### config.mk
export PLATFORM = sky130hd
export DESIGN_NAME = identifier_word_splitter_core_flat
export DESIGN_NICKNAME = d
export VERILOG_FILES = /design/src/design/iws_pkg.sv /design/src/design/iws_if.sv /design/src/design/identifier_word_splitter_core.sv /design/src/flat_wrapper.sv
export SDC_FILE = /design/constraint.sdc
export NUM_CORES = 1
export LEC_CHECK = 0
export BUFFER_PORTS_ARGS = -buffer_cell sky130_fd_sc_hd__buf_2
export CAP_MARGIN = 40
export CORE_ASPECT_RATIO = 0.75
export CORE_MARGIN = 5
export CORE_UTILIZATION = 54
export CTS_CLUSTER_SIZE = 25
export DETAILED_ROUTE_END_ITERATION = 10
export HOLD_SLACK_MARGIN = 0.05
export PLACE_DENSITY = 0.76
export SLEW_MARGIN = 15
export SYNTH_ARGS = -nofsm -noshare
export SYNTH_HDL_FRONTEND = slang
export SYNTH_SLANG_ARGS = --single-unit
### constraint.sdc
create_clock -name clk -period 3.25 [get_ports clk]
set_clock_uncertainty 0.15 [all_clocks]
set_input_delay 0.4875 -clock clk [delete_from_list [all_inputs] [get_ports clk]]
set_output_delay 0.4875 -clock clk [all_outputs]
set_load 0.05 [all_outputs]
### src/design/iws_pkg.sv
// Shared types and character constants for the identifier word splitter.
package iws_pkg;

  localparam int CHAR_W = 8;

  typedef logic [CHAR_W-1:0] char_t;

  localparam char_t UNDERSCORE_C = 8'h5F;
  localparam char_t SPACE_C      = 8'h20;
  localparam char_t LOWER_A_C    = 8'h61;
  localparam char_t LOWER_Z_C    = 8'h7A;
  localparam char_t UPPER_A_C    = 8'h41;
  localparam char_t UPPER_Z_C    = 8'h5A;

  // Bytes emitted for one token byte, plus the emit flags that follow it.
  typedef struct packed {
    logic [1:0] cnt;
    char_t      b0;
    char_t      b1;
    logic       started;
    logic       last_sp;
  } emit_t;

  function automatic logic is_lower(char_t c);
    return (c >= LOWER_A_C) && (c <= LOWER_Z_C);
  endfunction

  function automatic logic is_upper(char_t c);
    return (c >= UPPER_A_C) && (c <= UPPER_Z_C);
  endfunction

endpackage

### src/design/iws_if.sv
// Valid/ready channel interfaces for the splitter's byte input and word output.
interface iws_in_if;
  import iws_pkg::*;
  logic  valid;
  logic  ready;
  char_t char_in;
  logic  end_of_token;

  modport source (output valid, char_in, end_of_token, input ready);
  modport sink   (input valid, char_in, end_of_token, output ready);
endinterface

interface iws_out_if;
  import iws_pkg::*;
  logic  valid;
  logic  ready;
  char_t char_out;
  logic  has_char;
  logic  token_done;

  modport source (output valid, char_out, has_char, token_done, input ready);
  modport sink   (input valid, char_out, has_char, token_done, output ready);
endinterface

### src/design/identifier_word_splitter_core.sv
// Identifier word splitter: top level.
// Path: an input beat lands in the input register, its result beats (up to four)
//   are formed in one pass and loaded into the result register once it is free.
// Throughput: one input beat per cycle while each beat yields at most one result and
//   the output is ready; otherwise bounded by the output side, one result beat per cycle.
// Reset: synchronous, active-low rst_n clears the token state and both valid flags.
module identifier_word_splitter_core (
  input  logic             clk,
  input  logic             rst_n,
  iws_in_if.sink           in_ch,
  iws_out_if.source        out_ch
);
  import iws_pkg::*;

  // Input register stage
  logic  stg_valid_r;
  char_t stg_char_r;
  logic  stg_eot_r;

  // Token state: the held byte waits for its lookahead byte
  char_t held_r, held_nxt;
  logic  held_valid_r, held_valid_nxt;
  char_t prev_r, prev_nxt;       // raw byte before the held one, 0 = none
  logic  started_r, started_nxt;
  logic  last_sp_r, last_sp_nxt;

  // Result register: one item's worth of result beats, drained by bnd_idx_r
  logic             bnd_valid_r;
  char_t [3:0]      bnd_char_r, bnd_char_nxt;
  logic  [1:0]      bnd_last_r, bnd_last_nxt;
  logic  [1:0]      bnd_idx_r;
  logic             bnd_eot_r, bnd_bare_r, bnd_bare_nxt;
  logic             bnd_load_nxt;

  logic stg_adv, bnd_free, bnd_done, last_beat;

  emit_t first_e, second_e;
  char_t second_prev;
  logic  [1:0] n1, n2;
  logic  [2:0] n_tot;
  char_t [1:0] fb, sb;
  logic  [1:0] iv, jv;

  // Per-byte rule: underscore collapses to a space, upper case may take a break.
  function automatic emit_t handle_byte(char_t cur, char_t prv, char_t nxt,
                                        logic has_next, logic st, logic ls);
    emit_t e;
    logic  brk;
    e.cnt     = 2'd0;
    e.b0      = SPACE_C;
    e.b1      = cur;
    e.started = st;
    e.last_sp = ls;
    brk = is_upper(cur) &&
          (is_lower(prv) || (has_next && is_upper(prv) && is_lower(nxt)));
    if (cur == UNDERSCORE_C) begin
      if (st && !ls) begin
        e.cnt     = 2'd1;
        e.last_sp = 1'b1;
      end
    end else begin
      if (st && brk) begin
        e.cnt = 2'd2;
      end else begin
        e.cnt = 2'd1;
        e.b0  = cur;
      end
      e.started = 1'b1;
      e.last_sp = (cur == SPACE_C);
    end
    return e;
  endfunction

  // Output side
  assign last_beat = (bnd_idx_r == bnd_last_r);
  assign bnd_done  = bnd_valid_r && out_ch.ready && last_beat;
  assign bnd_free  = !bnd_valid_r || bnd_done;
  assign stg_adv   = stg_valid_r && bnd_free;
  assign in_ch.ready = !stg_valid_r || stg_adv;

  assign out_ch.valid      = bnd_valid_r;
  assign out_ch.char_out   = bnd_bare_r ? '0 : bnd_char_r[bnd_idx_r];
  assign out_ch.has_char   = !bnd_bare_r;
  assign out_ch.token_done = bnd_eot_r && last_beat;

  // One pass: held byte (with the staged byte as lookahead), then the staged
  // byte itself if it closes the token.
  always_comb begin
    if (held_valid_r) begin
      first_e = handle_byte(held_r, prev_r, stg_char_r, 1'b1, started_r, last_sp_r);
    end else begin
      first_e = '{cnt: 2'd0, b0: SPACE_C, b1: SPACE_C,
                  started: started_r, last_sp: last_sp_r};
    end
    second_prev = held_valid_r ? held_r : prev_r;
    second_e = handle_byte(stg_char_r, second_prev, '0, 1'b0,
                           first_e.started, first_e.last_sp);

    n1 = first_e.cnt;
    n2 = stg_eot_r ? second_e.cnt : 2'd0;
    n_tot = {1'b0, n1} + {1'b0, n2};
    fb[0] = first_e.b0;
    fb[1] = first_e.b1;
    sb[0] = second_e.b0;
    sb[1] = second_e.b1;

    for (int i = 0; i < 4; i++) begin
      iv = 2'(i);
      jv = iv - n1;
      bnd_char_nxt[i] = (iv < n1) ? fb[iv[0]] : sb[jv[0]];
    end

    bnd_bare_nxt = stg_eot_r && (n_tot == 3'd0);
    bnd_last_nxt = bnd_bare_nxt ? 2'd0 : 2'(n_tot - 3'd1);
    bnd_load_nxt = (n_tot != 3'd0) || stg_eot_r;

    if (stg_eot_r) begin
      // token closes: back to the idle token state
      held_nxt       = '0;
      held_valid_nxt = 1'b0;
      prev_nxt       = '0;
      started_nxt    = 1'b0;
      last_sp_nxt    = 1'b0;
    end else begin
      held_nxt       = stg_char_r;
      held_valid_nxt = 1'b1;
      prev_nxt       = second_prev;
      started_nxt    = first_e.started;
      last_sp_nxt    = first_e.last_sp;
    end
  end

  always_ff @(posedge clk) begin
    if (!rst_n) begin
      stg_valid_r  <= 1'b0;
      held_valid_r <= 1'b0;
      held_r       <= '0;
      prev_r       <= '0;
      started_r    <= 1'b0;
      last_sp_r    <= 1'b0;
      bnd_valid_r  <= 1'b0;
      bnd_idx_r    <= '0;
    end else begin
      if (in_ch.ready) begin
        stg_valid_r <= in_ch.valid;
      end

      if (stg_adv) begin
        held_r       <= held_nxt;
        held_valid_r <= held_valid_nxt;
        prev_r       <= prev_nxt;
        started_r    <= started_nxt;
        last_sp_r    <= last_sp_nxt;
      end

      if (bnd_free) begin
        bnd_valid_r <= stg_adv && bnd_load_nxt;
        bnd_idx_r   <= '0;
      end else if (bnd_valid_r && out_ch.ready) begin
        bnd_idx_r <= bnd_idx_r + 2'd1;
      end
    end
  end

  // Payload registers, no reset
  always_ff @(posedge clk) begin
    if (in_ch.valid && in_ch.ready) begin
      stg_char_r <= in_ch.char_in;
      stg_eot_r  <= in_ch.end_of_token;
    end
    if (stg_adv) begin
      bnd_char_r <= bnd_char_nxt;
      bnd_last_r <= bnd_last_nxt;
      bnd_eot_r  <= stg_eot_r;
      bnd_bare_r <= bnd_bare_nxt;
    end
  end

endmodule

### src/flat_wrapper.sv
// flat-port wrapper written by rule: the top's interface ports become plain ports
module identifier_word_splitter_core_flat import iws_pkg::*;
  (clk, rst_n, in_ch_valid, in_ch_char_in, in_ch_end_of_token, in_ch_ready, out_ch_valid, out_ch_char_out, out_ch_has_char, out_ch_token_done, out_ch_ready);
  iws_in_if in_ch_i ();
  iws_out_if out_ch_i ();
  input  logic clk;
  input  logic rst_n;
  input wire logic [$bits(in_ch_i.valid)-1:0] in_ch_valid;
  input wire logic [$bits(in_ch_i.char_in)-1:0] in_ch_char_in;
  input wire logic [$bits(in_ch_i.end_of_token)-1:0] in_ch_end_of_token;
  output wire logic [$bits(in_ch_i.ready)-1:0] in_ch_ready;
  output wire logic [$bits(out_ch_i.valid)-1:0] out_ch_valid;
  output wire logic [$bits(out_ch_i.char_out)-1:0] out_ch_char_out;
  output wire logic [$bits(out_ch_i.has_char)-1:0] out_ch_has_char;
  output wire logic [$bits(out_ch_i.token_done)-1:0] out_ch_token_done;
  input wire logic [$bits(out_ch_i.ready)-1:0] out_ch_ready;
  assign in_ch_i.valid = in_ch_valid;
  assign in_ch_i.char_in = in_ch_char_in;
  assign in_ch_i.end_of_token = in_ch_end_of_token;
  assign in_ch_ready = in_ch_i.ready;
  assign out_ch_valid = out_ch_i.valid;
  assign out_ch_char_out = out_ch_i.char_out;
  assign out_ch_has_char = out_ch_i.has_char;
  assign out_ch_token_done = out_ch_i.token_done;
  assign out_ch_i.ready = out_ch_ready;
  identifier_word_splitter_core u_core (.clk(clk), .rst_n(rst_n), .in_ch(in_ch_i), .out_ch(out_ch_i));
endmodule
* Yosys cells after proc, flatten, opt, wreduce, memory -nomap -nowiden
Cells that the tools add are included.
** Storage, ports and cells
- Input port bits :: 13
- Register bits :: 68
- Word-level logic and storage cells :: 118
** Operators by class
- Bitwise gates (word level) :: 1
- Muxes and demuxes :: 36
- Add/sub/neg operators :: 7
- Reduce and logical (&&, ||, !) cells :: 32
- Equal/unequal tests :: 4
- $lt $le $gt $ge :: 21
** Operator list (number)
- two-way mux 8 bit :: 21
- greater-or-equal comparator 8 x 7 -> 1 bit (second input constant) :: 6
- less-or-equal comparator 8 x 7 -> 1 bit (second input constant) :: 6
- logical AND 1 bit :: 20
- two-way mux 20 bit :: 1
- binary-select mux 8 bit (select 2 bit) :: 1
- == test 8 x 7 -> 1 bit (second input constant) :: 2
- two-way mux 2 bit :: 5
- == test 8 x 6 -> 1 bit (second input constant) :: 1
- < comparator 1 x 2 -> 1 bit (second input constant) :: 4
- two-way mux 1 bit :: 8
- logical NOT 1 bit :: 5
- logical OR 1 bit :: 4
- < comparator 1 x 2 -> 1 bit (first input constant) :: 2
- < comparator 2 bit (first input constant) :: 2
- subtractor 1 bit (first input constant) :: 4
- adder 2 x 2 -> 3 bit :: 1
- logical NOT 3 bit :: 1
- < comparator 2 x 3 -> 1 bit (second input constant) :: 1
- nonzero test 3 bit :: 1
- adder 2 x 1 -> 2 bit (second input constant) :: 1
- == test 2 bit :: 1
- OR reduction 2 bit :: 1
- subtractor 2 x 1 -> 2 bit (second input constant) :: 1
- NOT 1 bit :: 1

* Logic depth before layout (Yosys ltp)
Gate-level depths: netlist of the first run.
- Depth after elaboration :: 18
- Depth in mapped cells :: 14
- Depth with buffers taken out :: 13

* Worst setup path before layout of the first run
Ideal clock, no wire load.
- Path type :: flip-flop to flip-flop
- From :: register u_core.stg_char_r[7]
- To :: register u_core.bnd_last_r[0] (data pin)
- Stages on the path, launching flop included :: 13
- Path buffers :: 0
- Clock period less this slack :: 3.259 ns
- Library setup time :: 0.257 ns
- Arrival time :: 2.853 ns
- Setup slack :: -0.009 ns
- Cell sequence :: edfxtp_1 -> nand3b_1 -> or4_4 -> o31a_2 -> nor3_1 -> nor2_1 -> ha_1 -> fa_1 -> inv_1 -> ha_1 -> nand2b_1 -> nor2_1 -> nor2_1
** On the way
- Cells in the longest elaborated chain, start to end :: 12
- Elaborated cells between the ends (all ways) :: 23
** Ends and longest elaborated chain
- from (decl) :: RTL line identifier_word_splitter_core.sv:17 : char_t stg_char_r;
- from (signal assigned) :: RTL line identifier_word_splitter_core.sv:168 : stg_char_r <= in_ch.char_in;
- greater-or-equal comparator 8 x 7 -> 1 bit or less-or-equal comparator 8 x 7 -> 1 bit (tied branches) :: RTL line iws_pkg.sv:25 : return (c >= LOWER_A_C) && (c <= LOWER_Z_C);
- logical AND 1 bit :: RTL line iws_pkg.sv:25
- logical AND 1 bit :: RTL line identifier_word_splitter_core.sv:55 : (is_lower(prv) || (has_next && is_upper(prv) && is_lower(nxt)));
- logical OR 1 bit :: RTL line identifier_word_splitter_core.sv:55
- logical AND 1 bit :: RTL line identifier_word_splitter_core.sv:54 : brk = is_upper(cur) &&
- logical AND 1 bit :: RTL line identifier_word_splitter_core.sv:62 : if (st && brk) begin
- two-way mux 2 bit :: RTL line identifier_word_splitter_core.sv:62
- two-way mux 2 bit :: RTL line identifier_word_splitter_core.sv:56 : if (cur == UNDERSCORE_C) begin
- two-way mux 20 bit :: RTL line identifier_word_splitter_core.sv:89 : if (held_valid_r) begin
- adder 2 x 2 -> 3 bit (*) :: RTL line identifier_word_splitter_core.sv:101 : n_tot = {1'b0, n1} + {1'b0, n2};
- logical NOT 3 bit (*) :: RTL line identifier_word_splitter_core.sv:113 : bnd_bare_nxt = stg_eot_r && (n_tot == 3'd0);
- logical AND 1 bit (*) :: RTL line identifier_word_splitter_core.sv:113
- named net u_core.bnd_bare_nxt :: RTL line identifier_word_splitter_core.sv:32 : logic bnd_eot_r, bnd_bare_r, bnd_bare_nxt;
- to (signal assigned) :: RTL line identifier_word_splitter_core.sv:173 : bnd_last_r <= bnd_last_nxt;
- to (decl) :: RTL line identifier_word_splitter_core.sv:30 : logic [1:0] bnd_last_r, bnd_last_nxt;
The timed path passes the listed nets; every way through them passes the cells marked *.
A chain may end at the register's enable or synchronous reset.

* Worst setup path in the final report of the first run
Ends and elaborated chain as after synthesis.

==> flow_metrics.env, run 1 <==
export IMPL_status="complete, no violations"
export IMPL_power_density_mw_per_mm2=495
export IMPL_ys_dominant_reg_cell="edfxtp_1"
export IMPL_number_of_hold_slack_violations_in_the_final_timing_report=0
export IMPL_irDropWorstVdd_mv=0.425
export IMPL_final_cell_count_without_fillers=418
export IMPL_worst_path_buffer_plus_inverter_count=1
export IMPL_yosysUniqueCellTypes=62
export IMPL_post_route_worst_setup_slack_ns=0.0700
export IMPL_cts_max_level=3
export IMPL_design_final_nets=351
export IMPL_yosysSeqAreaShare=0.547
export IMPL_fp_dieW_um=100
export IMPL_tightest_slew_ns=0.628
export IMPL_drt_antenna_violating_nets=0
export IMPL_worst_hold_slack_ns=0.168
export IMPL_critPathKind="reg -> reg"
export IMPL_worst_hold_startpoint="in_ch_char_in[4]"
export IMPL_n_antenna_cell=0
export IMPL_post_synth_instance_area_mm2=0.00331
export IMPL_async_sr_flop_fraction=0
export IMPL_slew_viol_final=0
export IMPL_required_time_at_the_endpoint_of_the_critical_path_ns=3.20
export IMPL_timing_rr_start="u_core.stg_char_r[7]"
export IMPL_final_total_power_mw=1.96
export IMPL_setup_total_negative_slack_ns=0
export IMPL_post_place_cells=401
export IMPL_final_cell_mix="45 x edfxtp_1, 28 x buf_4, 24 x buf_2, 19 x dfxtp_1, 18 x nor2_1"
export IMPL_wl_per_cell_um=18.7
export IMPL_cts_inserted_buffers=9
export IMPL_drcViolationCount=0
export IMPL_cts_clk_slew_worst_paths_ns=0.07
export IMPL_number_of_register_bits_inferred_by_synthesis=68
export IMPL_min_delay_path_class="in -> reg"
export IMPL_biggest_cell_delay_along_the_critical_path_ns=0.54
export IMPL_fp_dieArea_mm2=0.00782
export IMPL_yosys_top_cells_area="edfxtp_1 41%, dfxtp_1 14%, mux4_2 5.4%"
export IMPL_synthDominantCellAreaShare=0.408
export IMPL_drt_first_iter_violations=240
export IMPL_wire_length_of_the_first_global_routing_pass_um=12400
export IMPL_firstDrtPassIters=5
export IMPL_antenna_violations_before_repair=0
export IMPL_clock_tree_from_tritoncts="yes"
export IMPL_yosys_area_top_type="edfxtp_1"
export IMPL_utilization=0.673
export IMPL_syn_inst=286
export IMPL_synthToLayoutAreaGrowth_pct=19.6
export IMPL_post_cts_hold_buffer_count=0
export IMPL_worstPathCellList="nand3b_1, or4_4, o31a_4, nor3_4, nor2_1, ha_2, fa_1, inv_1, ha_1, nand2b_1, nor2_2, nor2_1"
export IMPL_max_freq_mhz=314
export IMPL_finalWeightedCongestion=0.927
export IMPL_grt_ovfl_total=0
export IMPL_rows=24
export IMPL_cp_slowest_cell="or4_4"
export IMPL_crit_family="simple AND/OR/NAND/NOR gates"
export IMPL_proportion_of_layout_cells_with_a_drive_suffix_above_1=0.309
export IMPL_worstPathMaxFanout=3
export IMPL_timing_final_crit_share=0.978
export IMPL_worstSetupStartpointType="flip-flop"
export IMPL_grt_max_degree=28
export IMPL_timing_final_setup_violations=0
export IMPL_post_drt_via_cell_ratio=5.98
export IMPL_p_leak_nw=1.50
export IMPL_synth_edf_count=45
export IMPL_dp_slack_ns=0.0813
export IMPL_period_minus_slack_ns=3.18
export IMPL_post_route_cell_area_mm2=0.00396
export IMPL_starting_utilization_of_the_core_area=0.563
export IMPL_insertion_delay_ns=0.34
export IMPL_synth_area_per_cell_um2=11.6
export IMPL_slew_limit_headroom=0.580
export IMPL_post_dp_hpwl_um=5390
export IMPL_final_common_cell="edfxtp_1"
export IMPL_floorplan_die_height_um=77.8
export IMPL_clock_path_buffers=2
export IMPL_cts_root_buffer="clkbuf_8"
export IMPL_track_usage=0.207
export IMPL_place_area_mm2=0.00366
export IMPL_yosysWarnings=0
export IMPL_clock_sinks=68
export IMPL_port_buffer_count=24
export IMPL_critPathMostFrequentCell="nor2_1"
export IMPL_design_portCount=25
export IMPL_maxCapViolCount=0
export IMPL_critical_path_arrival_ns=3.13
export IMPL_first_global_vias=2430
export IMPL_crit_path_start="u_core.stg_char_r[7]"
export IMPL_sum_of_routed_wire_length_over_all_layers_um=7820
export IMPL_postSynthNetCount=302
export IMPL_core_mm2=0.00589
export IMPL_detailed_route_via_count=2498
export IMPL_cp_end_kind="flip-flop"
==> final cells by class <==
| cell class | count | area (um2) |
|---|---|---|
| tap | 78 | 97.6 |
| multi-input combinational | 192 | 1460 |
| timing repair buffer | 52 | 330 |
| inverter | 12 | 45.0 |
| clock inverter | 6 | 88.8 |
| clock buffer | 10 | 128 |
| sequential | 68 | 1820 |
| fill | 473 | 1920 |
==> cells in the mapped netlist, types with 2 or more instances <==
master     count
a21boi_0       3
a21oi_1       16
a22o_1         6
a22oi_1        9
a31oi_1        4
and2_1        17
and2b_1        3
and2b_2        2
and3_1         5
buf_2          3
clkbuf_1       7
dfxtp_1       23
edfxtp_1      45
ha_1           2
inv_1         11
mux4_2         8
nand2_1       12
nand3_1        3
nand3b_1       2
nor2_1        19
nor2b_1       17
nor3_1         4
nor3b_1        3
nor4_1         2
o21ai_0       10
o22ai_1        3
o2bb2ai_1      5
o31ai_1        3
or4_1          3
xor2_1         4
==> routing by layer <==
layer  share of wire  vias to the layer above  global-route usage
met5               0                        -                   0
met4           0.017                        0              0.0565
met3           0.069                       15              0.0663
met2            0.48                      108               0.319
met1            0.44                     1209               0.283
li1                -                     1166                   -
==> cell families (layout without fill, tap and decap cells) <==
logic type	after synthesis	count (layout)	synth area share
buffers and inverters	26	80	0.0370
XOR/XNOR	4	4	0.0106
multiplexers	8	8	0.0544
AND/OR/NAND/NOR	105	105	0.185
AO/OA/AOI/OAI	72	72	0.153
adder cells (fa/ha/maj)	3	3	0.0136
flip-flops	68	68	0.547
==> registers in the layout, summed over array words and instances, names as in the netlist <==
signal	cells
u_core.bnd_bare_r	1
u_core.bnd_char_r	32
u_core.bnd_eot_r	1
u_core.bnd_idx_r	2
u_core.bnd_last_r	2
u_core.held_r	8
u_core.held_valid_r	1
u_core.last_sp_r	1
u_core.out_ch.valid	1
u_core.prev_r	8
u_core.started_r	1
u_core.stg_char_r	8
u_core.stg_eot_r	1
u_core.stg_valid_r	1
==> timing repair <==
item | in CTS | in global routing
resized for setup | 0 | 20
endpoints found under the hold margin | 0 | 0
setup buffers | 0 | 1
endpoints found under the setup margin | 0 | 4
==> final timing paths <==
path | endpoint | slack [ns] | depth (start not counted)
max | u_core.bnd_last_r[0] | 0.07 | 12
min | u_core.stg_char_r[4] | 0.17 | 1
max reg2reg | u_core.bnd_last_r[0] | 0.07 | 12
min reg2reg | u_core.out_ch.valid | 0.38 | 2
==> where the power goes <==
group,internal [mW],switching (mW)
Combinational,0.0855,0.137
Sequential,0.970,0.0243
Clock,0.432,0.315
==> worst reg2reg max path, stage by stage, from the launching register on <==
cell and delay (ns):
edfxtp_1 0.40, nand3b_1 0.18, or4_4 0.54, o31a_4 0.37, nor3_4 0.15, nor2_1 0.07
ha_2 0.19, fa_1 0.43, inv_1 0.08, ha_1 0.13, nand2b_1 0.08, nor2_2 0.12
nor2_1 0.05
Power figures use the tool's default switching activity.
==> inputs of run 2 (changes only) <==
Settings changed: CORE_ASPECT_RATIO 0.75 to 0.5, CORE_UTILIZATION 54 to 45, PLACE_DENSITY 0.76 to default.
==> run 2 against run 1 <==
Effect of this change: clock power up 32%; flip-flop and latch count unchanged; sequential power about the same; sequential share of layout area down 1.5 points; setup slack better by 0.057 ns; die area up 19%; cell area up 3.3%; count of clock-buffer cells in the layout up 2; via count down 1.6%; global-route usage down 2.7 points; final cell count up 5.0%.
==> flow_metrics.env, run 2 (same netlist as run 1, synthesis figures left out) <==
export IMPL_p_leak_nw=1.55
export IMPL_globalRouteMet2Util=0.249
export IMPL_clock_path_buffers=2
export IMPL_port_buffer_count=24
export IMPL_antenna_violations_before_repair=0
export IMPL_cp_slowest_cell="or4_4"
export IMPL_critical_path_arrival_ns=3.07
export IMPL_worstPathMaxFanout=5
export IMPL_clock_sinks=68
export IMPL_dp_slack_ns=0.0776
export IMPL_firstDrtPassIters=4
export IMPL_worst_path_buffer_plus_inverter_count=1
export IMPL_post_route_worst_setup_slack_ns=0.127
export IMPL_maxCapViolCount=0
export IMPL_power_share_clock=0.447
export IMPL_required_time_at_the_endpoint_of_the_critical_path_ns=3.19
export IMPL_period_minus_slack_ns=3.12
export IMPL_power_switching_share=0.233
export IMPL_fp_dieW_um=131
export IMPL_irDropWorstVdd_mv=0.287
export IMPL_track_usage=0.180
export IMPL_drt_first_iter_violations=187
export IMPL_p_seq_frac=0.450
export IMPL_largest_register_ffs=32
export IMPL_core_mm2=0.00724
export IMPL_rows=22
export IMPL_proportion_of_layout_cells_with_a_drive_suffix_above_1=0.312
export IMPL_num_fill_cells=614
export IMPL_biggest_cell_delay_along_the_critical_path_ns=0.44
export IMPL_utilization=0.566
export IMPL_cts_root_buffer="clkbuf_16"
export IMPL_clock_tree_from_tritoncts="yes"
export IMPL_cts_max_level=3
export IMPL_grt_ovfl_total=0
export IMPL_critPathMostFrequentCell="nor2_1"
export IMPL_wire_length_of_the_first_global_routing_pass_um=12600
export IMPL_number_of_hold_slack_violations_in_the_final_timing_report=0
export IMPL_first_global_vias=2270
export IMPL_cts_clk_slew_worst_paths_ns=0.05
export IMPL_combinational_share_of_power=0.102
export IMPL_worstSetupStartpointType="flip-flop"
export IMPL_cts_inserted_buffers=9
export IMPL_starting_utilization_of_the_core_area=0.458
export IMPL_fp_dieArea_mm2=0.00928
export IMPL_post_cts_hold_buffer_count=0
export IMPL_post_drt_via_cell_ratio=5.60
export IMPL_final_common_cell="edfxtp_1"
export IMPL_max_freq_mhz=320
export IMPL_min_delay_path_class="in -> reg"
export IMPL_grt_max_degree=28
export IMPL_tightest_slew_ns=0.525
export IMPL_wl_per_cell_um=18.1
export IMPL_sum_of_routed_wire_length_over_all_layers_um=7930
export IMPL_met1_usage=0.260
export IMPL_crit_family="simple AND/OR/NAND/NOR gates"
export IMPL_slew_limit_headroom=0.648
export IMPL_cp_end_kind="flip-flop"
export IMPL_synthToLayoutAreaGrowth_pct=23.6
export IMPL_internal_power_mw=1.69
export IMPL_drcViolationCount=0
export IMPL_status="complete, no violations"
export IMPL_power_density_mw_per_mm2=539
export IMPL_post_dp_hpwl_um=5590
export IMPL_detailed_route_via_count=2459
export IMPL_insertion_delay_ns=0.34
export IMPL_grt_most_used_layer="met1"
export IMPL_largest_register="u_core.bnd_char_r"
export IMPL_design_final_nets=354
export IMPL_global_route_usage_met3=0.0604
export IMPL_worstPathCellList="a21oi_2, nor3b_1, or4_4, o31a_4, nor3_4, nor2_1, ha_2, fa_1, inv_1, ha_1, nand2b_1, nor2_2, nor2_1"
export IMPL_drt_antenna_violating_nets=0
export IMPL_timing_final_crit_share=0.961
export IMPL_critPathKind="reg -> reg"
export IMPL_power_switching_mw=0.515
export IMPL_finalWeightedCongestion=0.915
export IMPL_n_antenna_cell=0
export IMPL_final_cell_mix="45 x edfxtp_1, 31 x buf_4, 24 x buf_2, 20 x dfxtp_1, 18 x nor2_1"
export IMPL_timing_final_setup_violations=0
export IMPL_slew_viol_final=0
export IMPL_floorplan_die_height_um=70.7
export IMPL_design_portCount=25
-- run 2: cell types whose count changed in the layout (fill, tap and decap cells not counted), sizes merged --
cell / previous run / this run
clkinvlp: 2 / 0
buf: 52 / 55
clkinv: 3 / 4
clkbuf: 10 / 12
bufinv: 2 / 1
-- run 2: area by class of cell --
| cell class | instances | area [um2] | area share |
|---|---|---|---|
| Multi-Input combinational cell | 192 | 1460 | 0.355 |
| Clock buffer | 12 | 256 | 0.0627 |
| Timing Repair Buffer | 55 | 353 | 0.0862 |
| Inverter | 12 | 45.0 | 0.0110 |
| Tap cell | 96 | 120 | 0.0293 |
| Clock inverter | 4 | 48.8 | 0.0119 |
| Sequential cell | 68 | 1820 | 0.443 |
-- run 2: repair_timing --
item | CTS | global route
buffers inserted | 0 | 4
endpoints found under the setup margin | 0 | 4
hold endpoints to repair | 0 | 0
gates resized for setup | 0 | 19
-- run 2: power groups by stage --
stage	registers [mW]	clock network (mW)	logic (mW)
after floorplan	1.01	0	0.143
after global placement	1.01	0	0.213
after detailed placement	1.01	0	0.217
after CTS	0.993	1.00	0.218
after global routing	0.998	1.05	0.246
final	0.994	0.987	0.226
-- run 2: final timing paths --
path | start | to | slack, ns | cells past startpoint
setup / recovery | u_core.prev_r[2] | u_core.bnd_last_r[0] | 0.13 | 13
hold / removal | in_ch_char_in[3] | u_core.stg_char_r[3] | 0.17 | 1
setup reg to reg | u_core.prev_r[2] | u_core.bnd_last_r[0] | 0.13 | 13
hold reg to reg | u_core.stg_valid_r | u_core.stg_valid_r | 0.38 | 2
-- run 2: metal layers --
| layer | vias to the layer above | wire length, um |
|---|---|---|
| met5 | - | 0 |
| met4 | 0 | 159 |
| met3 | 14 | 586 |
| met2 | 82 | 3380 |
| met1 | 1190 | 3800 |
| li1 | 1173 | - |
-- run 2: metrics by stage --
step                      area (um2)  total power, mW  cells  hold slack (ns)  setup TNS, ns
after floorplan                 3320             1.15    286            0.274              0
after global placement          3680             1.22    419            0.351              0
after detailed placement        3690             1.23    420            0.369              0
after CTS                       4000             2.21    436            0.167              0
after global routing            4090             2.29    439            0.167       -0.00154
final                           4090             2.21    439            0.174              0
